File: config.mk
export PLATFORM = sky130hd
export DESIGN_NAME = apu_tone_channel_tick_flat
export DESIGN_NICKNAME = d
export VERILOG_FILES = /design/src/apu_tct_pkg.sv /design/src/apu_tct_in_if.sv /design/src/apu_tct_out_if.sv /design/src/apu_tct_cfg.sv /design/src/apu_tct_wave.sv /design/src/apu_tone_channel_tick.sv /design/src/flat_wrapper.sv
export VERILOG_INCLUDE_DIRS = /design/src /design/src/src
export SDC_FILE = /design/constraint.sdc
export NUM_CORES = 1
export LEC_CHECK = 0
export ABC_CLOCK_PERIOD_IN_PS = 3080
export BUFFER_PORTS_ARGS = -buffer_cell sky130_fd_sc_hd__buf_2
export CAP_MARGIN = 5
export CORE_UTILIZATION = 46
export DETAILED_ROUTE_END_ITERATION = 10
export PLACE_DENSITY = 0.66
export SLEW_MARGIN = 20
export SYNTH_ARGS = -nofsm -noshare
export SYNTH_HDL_FRONTEND = slang
export SYNTH_SLANG_ARGS = --single-unit
File: constraint.sdc
create_clock -name i_clk -period 3.08 [get_ports i_clk]
set_clock_uncertainty 0.1 [all_clocks]
set_input_delay 0.308 -clock i_clk [delete_from_list [all_inputs] [get_ports i_clk]]
set_output_delay 0.308 -clock i_clk [all_outputs]
set_load 0.01 [all_outputs]
File: src/apu_tone_channel_tick_assert.svh
// assertion macros shared by the tone channel rtl
`ifndef APU_TONE_CHANNEL_TICK_ASSERT_SVH
`define APU_TONE_CHANNEL_TICK_ASSERT_SVH

// next-cycle implication, held off during reset
`define APU_ASSERT_NEXT(label, clk, rst_n, pre, post) \
    label: assert property (@(posedge clk) disable iff (!rst_n) (pre) |=> (post)) \
        else $error("assertion failed");

// same-cycle implication, held off during reset
`define APU_ASSERT_SAME(label, clk, rst_n, pre, post) \
    label: assert property (@(posedge clk) disable iff (!rst_n) (pre) |-> (post)) \
        else $error("assertion failed");

`endif

File: src/apu_tct_pkg.sv
// types and constants for the apu tone channel
package apu_tct_pkg;

    localparam int unsigned CfgIdxW   = 3;
    localparam int unsigned CfgDataW  = 12;
    localparam int unsigned LevelW    = 4;
    localparam int unsigned CountW    = 13;
    localparam int unsigned PhaseW    = 5;
    localparam int unsigned LfsrW     = 15;
    localparam int unsigned WaveLenW  = 11;
    localparam int unsigned NoisePerW = 12;

    localparam logic [31:0]       DutyPatterns = 32'hF33C0C04;
    localparam logic [LevelW-1:0] MidLevel     = 4'd8;

    typedef enum logic [1:0] {
        KIND_PULSE0   = 2'd0,
        KIND_PULSE1   = 2'd1,
        KIND_TRIANGLE = 2'd2,
        KIND_NOISE    = 2'd3
    } t_kind;

    typedef enum logic [CfgIdxW-1:0] {
        CFG_KIND         = 3'd0,
        CFG_WAVE_LENGTH  = 3'd1,
        CFG_DUTY_SELECT  = 3'd2,
        CFG_CONST_VOLUME = 3'd3,
        CFG_FIXED_VOLUME = 3'd4,
        CFG_NOISE_MODE   = 3'd5,
        CFG_NOISE_PERIOD = 3'd6
    } t_cfg_idx;

    typedef struct packed {
        t_kind                 kind;
        logic [WaveLenW-1:0]   wave_length;
        logic [1:0]            duty_select;
        logic                  constant_volume;
        logic [LevelW-1:0]     fixed_volume;
        logic                  noise_mode;
        logic [NoisePerW-1:0]  noise_period;
    } t_cfg;

    typedef struct packed {
        logic              channel_enabled;
        logic              length_active;
        logic              linear_active;
        logic [LevelW-1:0] envelope_level;
    } t_item;

endpackage

File: src/apu_tct_in_if.sv
// input tick channel
interface apu_tct_in_if;
    logic       valid;
    logic       ready;
    logic       channel_enabled;
    logic       length_active;
    logic       linear_active;
    logic [3:0] envelope_level;

    modport source (
        output valid, channel_enabled, length_active, linear_active, envelope_level,
        input  ready
    );
    modport sink (
        input  valid, channel_enabled, length_active, linear_active, envelope_level,
        output ready
    );
endinterface

File: src/apu_tct_out_if.sv
// output sample channel
interface apu_tct_out_if;
    logic       valid;
    logic       ready;
    logic [3:0] sample;

    modport source (output valid, sample, input ready);
    modport sink (input valid, sample, output ready);
endinterface

File: src/apu_tct_cfg.sv
// configuration register file
module apu_tct_cfg (
    input  logic                               i_clk,
    input  logic                               i_rst_n,
    input  logic                               i_cfg_we,
    input  logic [apu_tct_pkg::CfgIdxW-1:0]    i_cfg_idx,
    input  logic [apu_tct_pkg::CfgDataW-1:0]   i_cfg_data,
    output apu_tct_pkg::t_cfg                  o_cfg
);

    apu_tct_pkg::t_cfg r_cfg;
    apu_tct_pkg::t_cfg n_cfg;

    always_comb begin
        n_cfg = r_cfg;
        if (i_cfg_we) begin
            unique case (apu_tct_pkg::t_cfg_idx'(i_cfg_idx))
                apu_tct_pkg::CFG_KIND:
                    n_cfg.kind = apu_tct_pkg::t_kind'(i_cfg_data[1:0]);
                apu_tct_pkg::CFG_WAVE_LENGTH:
                    n_cfg.wave_length = i_cfg_data[apu_tct_pkg::WaveLenW-1:0];
                apu_tct_pkg::CFG_DUTY_SELECT:
                    n_cfg.duty_select = i_cfg_data[1:0];
                apu_tct_pkg::CFG_CONST_VOLUME:
                    n_cfg.constant_volume = i_cfg_data[0];
                apu_tct_pkg::CFG_FIXED_VOLUME:
                    n_cfg.fixed_volume = i_cfg_data[apu_tct_pkg::LevelW-1:0];
                apu_tct_pkg::CFG_NOISE_MODE:
                    n_cfg.noise_mode = i_cfg_data[0];
                apu_tct_pkg::CFG_NOISE_PERIOD:
                    n_cfg.noise_period = i_cfg_data[apu_tct_pkg::NoisePerW-1:0];
                default: ;
            endcase
        end
    end

    always_ff @(posedge i_clk) begin
        if (!i_rst_n) begin
            r_cfg <= '0;
        end else begin
            r_cfg <= n_cfg;
        end
    end

    assign o_cfg = r_cfg;

endmodule

File: src/apu_tct_wave.sv
// wave counter, sequencer state and level generation
`include "apu_tone_channel_tick_assert.svh"

module apu_tct_wave (
    input  logic                             i_clk,
    input  logic                             i_rst_n,
    input  apu_tct_pkg::t_cfg                i_cfg,
    input  logic                             i_fire,
    input  apu_tct_pkg::t_item               i_item,
    output logic [apu_tct_pkg::LevelW-1:0]   o_sample
);

    logic [apu_tct_pkg::CountW-1:0] r_count, n_count;
    logic [apu_tct_pkg::PhaseW-1:0] r_phase, n_phase;
    logic [apu_tct_pkg::LfsrW-1:0]  r_lfsr,  n_lfsr;
    logic [apu_tct_pkg::LevelW-1:0] r_level, n_level;

    logic [apu_tct_pkg::CountW-1:0] period;
    logic [apu_tct_pkg::LevelW-1:0] volume;
    logic [apu_tct_pkg::PhaseW-1:0] phase_inc;
    logic [apu_tct_pkg::LfsrW-1:0]  lfsr_seed;
    logic                           feedback;
    logic [4:0]                     duty_bit;
    logic                           tri_step;

    always_comb begin
        case (i_cfg.kind) inside
            apu_tct_pkg::KIND_NOISE:
                period = {1'b0, i_cfg.noise_period};
            apu_tct_pkg::KIND_TRIANGLE:
                period = {2'b00, i_cfg.wave_length} + 13'd1;
            default:
                period = {1'b0, i_cfg.wave_length, 1'b0} + 13'd2;
        endcase
    end

    assign volume = !i_item.length_active ? '0 :
                    (i_cfg.constant_volume ? i_cfg.fixed_volume : i_item.envelope_level);
    assign phase_inc = r_phase + 5'd1;
    assign duty_bit  = {i_cfg.duty_select, phase_inc[2:0]};
    assign tri_step  = i_item.length_active && i_item.linear_active && (period >= 13'd3);
    assign lfsr_seed = (r_lfsr == '0) ? 15'd1 : r_lfsr;
    assign feedback  = lfsr_seed[0] ^ (i_cfg.noise_mode ? lfsr_seed[6] : lfsr_seed[1]);

    always_comb begin
        n_count = r_count;
        n_phase = r_phase;
        n_lfsr  = r_lfsr;
        n_level = r_level;
        if (i_fire && i_item.channel_enabled) begin
            if (r_count != '0) begin
                n_count = r_count - 13'd1;
            end else begin
                n_count = period;
                case (i_cfg.kind) inside
                    apu_tct_pkg::KIND_PULSE0, apu_tct_pkg::KIND_PULSE1: begin
                        if (period < 13'd8) begin
                            n_level = apu_tct_pkg::MidLevel;
                        end else begin
                            n_phase = phase_inc;
                            n_level = apu_tct_pkg::DutyPatterns[duty_bit] ? volume : '0;
                        end
                    end
                    apu_tct_pkg::KIND_TRIANGLE: begin
                        if (tri_step) begin
                            n_phase = phase_inc;
                        end
                        n_level = n_phase[4] ? ~n_phase[3:0] : n_phase[3:0];
                    end
                    default: begin
                        n_lfsr  = {feedback, lfsr_seed[apu_tct_pkg::LfsrW-1:1]};
                        n_level = n_lfsr[0] ? '0 : volume;
                    end
                endcase
            end
        end
    end

    always_ff @(posedge i_clk) begin
        if (!i_rst_n) begin
            r_count <= '0;
            r_phase <= '0;
            r_lfsr  <= '0;
            r_level <= '0;
        end else begin
            r_count <= n_count;
            r_phase <= n_phase;
            r_lfsr  <= n_lfsr;
            r_level <= n_level;
        end
    end

    assign o_sample = i_item.channel_enabled ? n_level : apu_tct_pkg::MidLevel;

    // disabled ticks leave all channel state alone
    `APU_ASSERT_NEXT(a_disabled_holds, i_clk, i_rst_n, i_fire && !i_item.channel_enabled, $stable(r_count) && $stable(r_phase) && $stable(r_lfsr) && $stable(r_level))
    // counting down keeps the level and drops the count by one
    `APU_ASSERT_NEXT(a_countdown, i_clk, i_rst_n, i_fire && i_item.channel_enabled && r_count != '0, $stable(r_level) && r_count == $past(r_count) - 13'd1)
    // a noise update never leaves the shift register at zero
    `APU_ASSERT_NEXT(a_lfsr_live, i_clk, i_rst_n, i_fire && i_item.channel_enabled && r_count == '0 && i_cfg.kind == apu_tct_pkg::KIND_NOISE, r_lfsr != '0)

endmodule

File: src/apu_tone_channel_tick.sv
// apu tone channel tick: top level
//
//  port     role      payload
//  i_in     sink      channel_enabled, length_active, linear_active, envelope_level
//  o_out    source    sample
//  i_cfg_*  write     index 0..6, data 12 bits
//
// one tick per cycle sustained while the output is not stalled; a tick's sample reaches the output
// through one input register stage and one result register around the level logic
// synchronous active-low reset clears config, channel state and both valid flags
// a stalled output holds its sample; the input register keeps taking ticks while free
`include "apu_tone_channel_tick_assert.svh"

module apu_tone_channel_tick (
    input  logic                             i_clk,
    input  logic                             i_rst_n,
    apu_tct_in_if.sink                       i_in,
    apu_tct_out_if.source                    o_out,
    input  logic                             i_cfg_we,
    input  logic [apu_tct_pkg::CfgIdxW-1:0]  i_cfg_idx,
    input  logic [apu_tct_pkg::CfgDataW-1:0] i_cfg_data
);

    apu_tct_pkg::t_cfg  cfg;
    apu_tct_pkg::t_item r_in_item;
    logic               r_in_valid;
    logic               r_out_valid;
    logic [apu_tct_pkg::LevelW-1:0] r_out_sample;
    logic [apu_tct_pkg::LevelW-1:0] sample;
    logic               advance;
    logic               fire;

    assign advance    = !r_out_valid || o_out.ready;
    assign fire       = r_in_valid && advance;
    assign i_in.ready = !r_in_valid || advance;

    apu_tct_cfg u_cfg (
        .i_clk      (i_clk),
        .i_rst_n    (i_rst_n),
        .i_cfg_we   (i_cfg_we),
        .i_cfg_idx  (i_cfg_idx),
        .i_cfg_data (i_cfg_data),
        .o_cfg      (cfg)
    );

    apu_tct_wave u_wave (
        .i_clk    (i_clk),
        .i_rst_n  (i_rst_n),
        .i_cfg    (cfg),
        .i_fire   (fire),
        .i_item   (r_in_item),
        .o_sample (sample)
    );

    always_ff @(posedge i_clk) begin
        if (!i_rst_n) begin
            r_in_valid  <= 1'b0;
            r_out_valid <= 1'b0;
        end else begin
            if (i_in.ready) begin
                r_in_valid <= i_in.valid;
            end
            if (advance) begin
                r_out_valid <= r_in_valid;
            end
        end
        if (i_in.valid && i_in.ready) begin
            r_in_item <= '{channel_enabled: i_in.channel_enabled,
                           length_active:   i_in.length_active,
                           linear_active:   i_in.linear_active,
                           envelope_level:  i_in.envelope_level};
        end
        if (fire) begin
            r_out_sample <= sample;
        end
    end

    assign o_out.valid  = r_out_valid;
    assign o_out.sample = r_out_sample;

    // a result only appears from a tick held in the input register
    `APU_ASSERT_SAME(a_out_from_in, i_clk, i_rst_n, $rose(r_out_valid), $past(r_in_valid))
    // a disabled tick yields the mid level
    `APU_ASSERT_NEXT(a_disabled_mid, i_clk, i_rst_n, fire && !r_in_item.channel_enabled, r_out_sample == apu_tct_pkg::MidLevel)
    // the input stage is never refused while the output side drains
    `APU_ASSERT_SAME(a_ready_when_free, i_clk, i_rst_n, advance, i_in.ready)

endmodule
File: src/flat_wrapper.sv
// flat-port wrapper written by rule: the top's interface ports become plain ports
module apu_tone_channel_tick_flat 
  (i_clk, i_rst_n, i_cfg_we, i_cfg_idx, i_cfg_data, i_in_valid, i_in_channel_enabled, i_in_length_active, i_in_linear_active, i_in_envelope_level, i_in_ready, o_out_valid, o_out_sample, o_out_ready);
  apu_tct_in_if i_in_i ();
  apu_tct_out_if o_out_i ();
  input  logic i_clk;
  input  logic i_rst_n;
  input  logic i_cfg_we;
  input  logic [apu_tct_pkg::CfgIdxW-1:0] i_cfg_idx;
  input  logic [apu_tct_pkg::CfgDataW-1:0] i_cfg_data;
  input wire logic [$bits(i_in_i.valid)-1:0] i_in_valid;
  input wire logic [$bits(i_in_i.channel_enabled)-1:0] i_in_channel_enabled;
  input wire logic [$bits(i_in_i.length_active)-1:0] i_in_length_active;
  input wire logic [$bits(i_in_i.linear_active)-1:0] i_in_linear_active;
  input wire logic [$bits(i_in_i.envelope_level)-1:0] i_in_envelope_level;
  output wire logic [$bits(i_in_i.ready)-1:0] i_in_ready;
  output wire logic [$bits(o_out_i.valid)-1:0] o_out_valid;
  output wire logic [$bits(o_out_i.sample)-1:0] o_out_sample;
  input wire logic [$bits(o_out_i.ready)-1:0] o_out_ready;
  assign i_in_i.valid = i_in_valid;
  assign i_in_i.channel_enabled = i_in_channel_enabled;
  assign i_in_i.length_active = i_in_length_active;
  assign i_in_i.linear_active = i_in_linear_active;
  assign i_in_i.envelope_level = i_in_envelope_level;
  assign i_in_ready = i_in_i.ready;
  assign o_out_valid = o_out_i.valid;
  assign o_out_sample = o_out_i.sample;
  assign o_out_i.ready = o_out_ready;
  apu_tone_channel_tick u_core (.i_clk(i_clk), .i_rst_n(i_rst_n), .i_in(i_in_i), .o_out(o_out_i), .i_cfg_we(i_cfg_we), .i_cfg_idx(i_cfg_idx), .i_cfg_data(i_cfg_data));
endmodule
Word-level counts from Yosys, hierarchy flattened:

Memories as Yosys holds them, arrays and structs flattened.
Index checks and enable logic that the tools add are counted.

* shifts and indexed selects: 0
* reduce and logical (&&, ||, !) cells: 24
* add/sub/neg operators: 4
* $lt $le $gt $ge: 3
* multipliers: 0
* div/mod/pow operators: 0
* equality and inequality tests: 10
* muxes and demuxes: 24
* bitwise operators: 5

Operators by type and width (count)
* 4-bit two-way mux: 10
* 5-bit two-way mux: 8
* 13-bit two-way mux: 3
* 15-bit logical NOT: 1
* 15-bit two-way mux: 1
* 2-bit AND reduction: 7
* 12-bit by 2-bit adder with 13-bit output, second input constant: 1
* 13-bit by 2-bit >= comparator with 1-bit output, second input constant: 1
* 13-bit by 4-bit less-than comparator with 1-bit output, second input constant: 1
* 13-bit nonzero test: 1
* 13-bit by 1-bit subtractor with 13-bit output, second input constant: 1
* 11-bit by 1-bit adder with 12-bit output, second input constant: 1
* 3-bit == test, second input constant: 3
* 4-bit AND reduction: 2
* 3-bit by 2-bit == test with 1-bit output, second input constant: 2
* 5-bit by 6-bit less-than comparator with 1-bit output, second input constant: 1
* 5-bit by 1-bit adder with 5-bit output, second input constant: 1
* 1-bit logical AND: 5
* 2-bit == test, second input constant: 2
* 4-bit NOT: 1
* 3-bit by 1-bit == test with 1-bit output, second input constant: 1
* 3-bit logical NOT: 1
* 1-bit NOT: 3
* 2-bit by 1-bit == test with 1-bit output, second input constant: 1
* other kinds (8): 11

* ROM bits: 32
* bits in latches: 0
* bits in registers: 83
* memory bits (writable): 0
* memories kept: 1

Memory list
* (name not given): depth 32, bits a word 1, rd ports 1, clocked after Yosys merged registers in 0, wr ports 0, line apu_tct_wave.sv:61 `n_level = apu_tct_pkg::DutyPatterns[duty_bit] ? volume : '0;`

Depth between registers and ports, before layout:

* depth in word-level cells: 16
* depth in mapped cells: 12
* mapped depth without buffers: 12

By module:

Synthesis repeated with hierarchy kept, for this count alone.

* cells, all modules: 537
* area, all modules: 4583.1 um^2

By module, submodules not included
* apu_tct_wave: area an instance 2866.5 um^2, times used 1, cells an instance 390
* apu_tct_cfg: area an instance 1282.5 um^2, times used 1, cells an instance 127
* apu_tone_channel_tick: area an instance 434.2 um^2, times used 1, cells an instance 20

Worst setup path after synthesis:

OpenSTA, ideal clock, no wires.

* kind: reg-to-reg
* from: register u_core.u_cfg.r_cfg (netlist bit u_core.u_cfg.o_cfg[20])
* to: register u_core.r_out_sample (netlist bit u_core.o_out.sample[2]), data pin
* setup slack: 0.077 ns
* arrival: 2.752 ns
* required time: 2.828 ns
* setup time: 0.152 ns
* cell stages (with the launch flop): 11
* period minus slack after synthesis: 3.003 ns
* path buffers: 0
* cells stage by stage: dfxtp_1 ha_1 and3_1 mux2_2 nor3_2 nand2_2 nor4_4 a211oi_2 xnor2_1 or3_1 a31oi_1

* longest elaborated chain between the ends: 16

Ends and longest elaborated chain
* start: declaration: line apu_tct_cfg.sv:11 `apu_tct_pkg::t_cfg r_cfg;`
* start signal: assignment: line apu_tct_cfg.sv:41 `r_cfg <= n_cfg;`
* 12-bit by 2-bit adder with 13-bit output / 11-bit by 1-bit adder with 12-bit output (equally long branches): line apu_tct_wave.sv:33, apu_tct_wave.sv:31
* 13-bit two-way mux * (2 in series): line apu_tct_wave.sv:27 `case (i_cfg.kind) inside`
* 13-bit by 2-bit >= comparator with 1-bit output: line apu_tct_wave.sv:41 `assign tri_step = i_item.length_active && i_item.linear_active && (period >= 13'd3);`
* 1-bit logical AND: line apu_tct_wave.sv:41
* 5-bit two-way mux: line apu_tct_wave.sv:65 `if (tri_step) begin`
* 5-bit two-way mux (2 in series): line apu_tct_wave.sv:55 `case (i_cfg.kind) inside`
* 5-bit two-way mux: line apu_tct_wave.sv:51 `if (r_count != '0) begin`
* 5-bit two-way mux: line apu_tct_wave.sv:50 `if (i_fire && i_item.channel_enabled) begin`
* 4-bit NOT: line apu_tct_wave.sv:68 `n_level = n_phase[4] ? ~n_phase[3:0] : n_phase[3:0];`
* 4-bit two-way mux: line apu_tct_wave.sv:68
* 4-bit two-way mux: line apu_tct_wave.sv:55
* 4-bit two-way mux *: line apu_tct_wave.sv:55
* 4-bit two-way mux *: line apu_tct_wave.sv:51
* 4-bit two-way mux *: line apu_tct_wave.sv:50
* end signal: assignment: line apu_tone_channel_tick.sv:74 `r_out_sample <= sample;`
* end: declaration: line apu_tone_channel_tick.sv:28 `logic [apu_tct_pkg::LevelW-1:0] r_out_sample;`

Every way passes the cells marked *; elsewhere a longest branch is shown, timed or not. The select of a mux whose other input is x is not followed.
A chain may end at the register's enable or synchronous reset.

Final worst setup path:

* from: register u_core.u_cfg.r_cfg (netlist bit u_core.u_cfg.o_cfg[25])
* to: register u_core.r_out_sample (netlist bit u_core.o_out.sample[0]), data pin

The elaborated chain is that of the path after synthesis.

==> results.json <==
{
  "r2r_cells": 9,
  "outcome": "complete, no violations",
  "synth_top_area_frac": 0.319,
  "gp_congestion": 0.866,
  "cap_violations": 0,
  "clk_pin_slew_worst_paths_ns": 0.10,
  "vias": 4058,
  "die_x_microns": 101,
  "crit_arrival_ns": 2.95,
  "antenna_found_initial": 0,
  "required_ns": 3.11,
  "grt_pass1_wl_microns": 18800,
  "syn_avg_cell_area_sq_um": 8.44,
  "rrSetupSlack_ns": 0.15,
  "reg2reg_from": "u_core.u_cfg.o_cfg[25]",
  "chipHeight_microns": 101,
  "synth_area_leaders": "dfxtp_1 (32%), edfxtp_1 (7.3%), mux2i_1 (6.6%)",
  "leakagePower_nw": 2.02,
  "critPathKind": "reg2reg",
  "ys_warn_count": 0,
  "ios": 33,
  "period_share": 0.950,
  "hold_slack_ns": 0.0194,
  "grt_pass1_vias": 3881,
  "synth.distinct_cells": 69,
  "drt-total-wl_microns": 11400,
  "antenna_cells": 0,
  "holdPathStages": 1,
  "overflow": 0,
  "drtIter0Drc": 203,
  "yosys.area.top_type": "dfxtp_1",
  "worst_path_max_delay_cell": "o311ai_4",
  "cts_buffers": 9,
  "holdPathEnd": "u_core.r_in_item[5]",
  "final_layout_size_suffix_gt1_frac": 0.192,
  "cts_tree": "built",
  "drc": 0,
  "ir_drop_mv": 0.257,
  "cts.path.max_buffers": 2,
  "cts_sinks": 83,
  "stdcell_count": 717,
  "viasPerCell": 5.66,
  "track_usage": 0.241,
  "powerDensity_nw_per_um2": 449,
  "min_from": "i_in_length_active",
  "drtPass1Iterations": 5,
  "grt_max_degree": 45,
  "crit_path_end_kind": "flip-flop",
  "slew_headroom": 0.390,
  "synth_flop_cell": "dfxtp_1",
  "async_flop_share": 0,
  "worst_pin_slew_ns": 0.911,
  "core_sq_um": 9370,
  "setup_viol": 0,
  "report.final.slew_viol_count": 0,
  "syn-num-nets": 567,
  "most-common-layout-cells": "nand2_1 (76), dfxtp_1 (65), nor2_1 (38)",
  "crit_path_max_fanout": 5,
  "crit_path_cell_trace": "and4_1, nand4_1, o311ai_4, nor4b_4, buf_4, a211oi_1, mux2i_1, o311a_1, nor2_1",
  "fmax_mhz": 342,
  "max_stage_delay_ns": 0.48,
  "portBuffers": 32,
  "final_nets": 615,
  "clock_latency_ns": 0.36,
  "synth_edf_count": 11,
  "ant_nets": 0,
  "htreeDepth": 3,
  "hold_viol_final": 0,
  "synth_area_sq_um": 4520,
  "syn2layout_area_growth_pct": 16.2,
  "wl_per_cell_microns": 15.9,
  "cp-start-kind": "flip-flop",
  "initial_utilization": 0.482,
  "placed_cells": 691,
  "root_buffer": "clkbuf_8",
  "period_needed_ns": 2.93,
  "layout_commonest_cell": "nand2_1",
  "ys_seq_area_frac": 0.392,
  "die_area_sq_um": 10200,
  "ys_seq_elements": 83,
  "syn_inst": 535,
  "hold_path.class": "in2reg",
  "r2r-end": "u_core.o_out.sample[0]",
  "place_hpwl_microns": 8270,
  "num_rows": 35
}
==> area by class of cell <==
class                   count  area [sq um]
clock inverters             6          60.1
repair buffers             66           435
clock buffers              10           149
well taps                 129           161
fillers                   904          4120
inverters                  16          60.1
multi-input cells         407          2600
flip-flops and latches     83          1780
==> metrics by stage <==
stage	util	worst slack (ns)	cell area, sq um	total power, mW	setup TNS, ns
finish	0.560	0.154	5250	2.36	0
global route	0.560	-0.0123	5250	2.48	-0.0123
CTS	0.548	0.0240	5130	2.37	0
detailed placement	0.524	-0.00813	4910	1.54	-0.00886
global placement	0.524	0.0139	4910	1.53	0
floorplan	-	0.0766	4520	1.42	0
==> flip-flops by register name, indices dropped and copies added, names as in the netlist <==
| name | count |
|---|---|
| u_core.u_wave.r_level | 4 |
| u_core.r_in_item | 7 |
| u_core.o_out.valid | 1 |
| u_core.u_wave.r_phase | 5 |
| u_core.u_cfg.o_cfg | 33 |
| u_core.r_in_valid | 1 |
| u_core.u_wave.r_lfsr | 15 |
| u_core.u_wave.r_count | 13 |
| u_core.o_out.sample | 4 |
==> metal layers <==
metal | track usage | vias to the layer above | wire (microns)
met5 | 0 | - | 0
met4 | 0.116 | 0 | 294
met3 | 0.0409 | 23 | 441
met2 | 0.383 | 93 | 5270
met1 | 0.316 | 1929 | 5390
li1 | - | 2013 | -
==> worst max-delay path, delay by kind of cell (launching register included) <==
kind                   cells  cell delay (ns)
AO/OA/AOI/OAI              3             0.99
AND/OR/NAND/NOR            4             0.78
flip-flops                 1             0.43
multiplexers               1             0.23
buffers and inverters      1             0.16
==> worst max-delay path by stage <==
| stage | startpoint | end | cells past startpoint |
|---|---|---|---|
| after global placement | u_core.u_cfg.o_cfg[22] | u_core.o_out.sample[2] | 8 |
| after global routing | u_core.u_cfg.o_cfg[25] | u_core.o_out.sample[0] | 9 |
| after CTS | u_core.u_cfg.o_cfg[22] | u_core.o_out.sample[1] | 9 |
| after detailed placement | u_core.u_cfg.o_cfg[22] | u_core.o_out.sample[1] | 9 |
| after floorplan | u_core.u_cfg.o_cfg[20] | u_core.o_out.sample[2] | 10 |
| final | u_core.u_cfg.o_cfg[25] | u_core.o_out.sample[0] | 9 |
==> synthesized netlist by cell type, types with 2 or more instances <==
master,instances
inv_1,15
and3_1,6
nor3_1,13
nand3_1,15
a211oi_1,6
a41oi_1,2
mux2i_1,30
a211oi_2,2
a32o_1,2
a311oi_1,2
nand2b_1,7
mux2_2,2
nor2_1,38
nand2_1,77
a21oi_1,37
ha_1,5
o311ai_2,2
or2_2,4
o21a_1,3
nand4_1,7
xnor2_1,11
and2_1,7
o21ai_0,19
and4_1,2
o211ai_1,8
clkbuf_1,18
buf_1,3
a21o_1,3
buf_2,7
or3_1,4
o311ai_1,2
dfxtp_1,72
or4_1,2
nor2b_1,28
o22ai_1,3
nor4_1,9
xor2_1,5
a31oi_1,4
edfxtp_1,11
a21boi_0,13
==> report_power, final <==
| group | total [mW] | internal, mW | switching, mW |
|---|---|---|---|
| Combinational | 0.367 | 0.155 | 0.213 |
| Sequential | 1.17 | 1.13 | 0.0321 |
| Clock | 0.824 | 0.367 | 0.458 |
| Total | 2.36 | 1.65 | 0.702 |
==> kinds of logic after synthesis <==
| kind of cell | after synthesis | synth area share |
|---|---|---|
| and+or+nand+nor | 230 | 0.263 |
| AOI/OAI and AO/OA | 124 | 0.189 |
| DFF | 83 | 0.392 |
| buffers and inverters | 45 | 0.0396 |
| muxes | 32 | 0.0715 |
| xor gates and xnor gates | 16 | 0.0310 |
| adders and majority gates | 5 | 0.0139 |
==> timing repair <==
action | CTS | global route
setup endpoints to repair | 2 | 8
pin swaps | 1 | 11
hold endpoints to repair | 1 | 2
hold buffers | 1 | 2
buffers inserted | 0 | 7
gates resized for setup | 0 | 15
(Power assumes the default switching activity.)
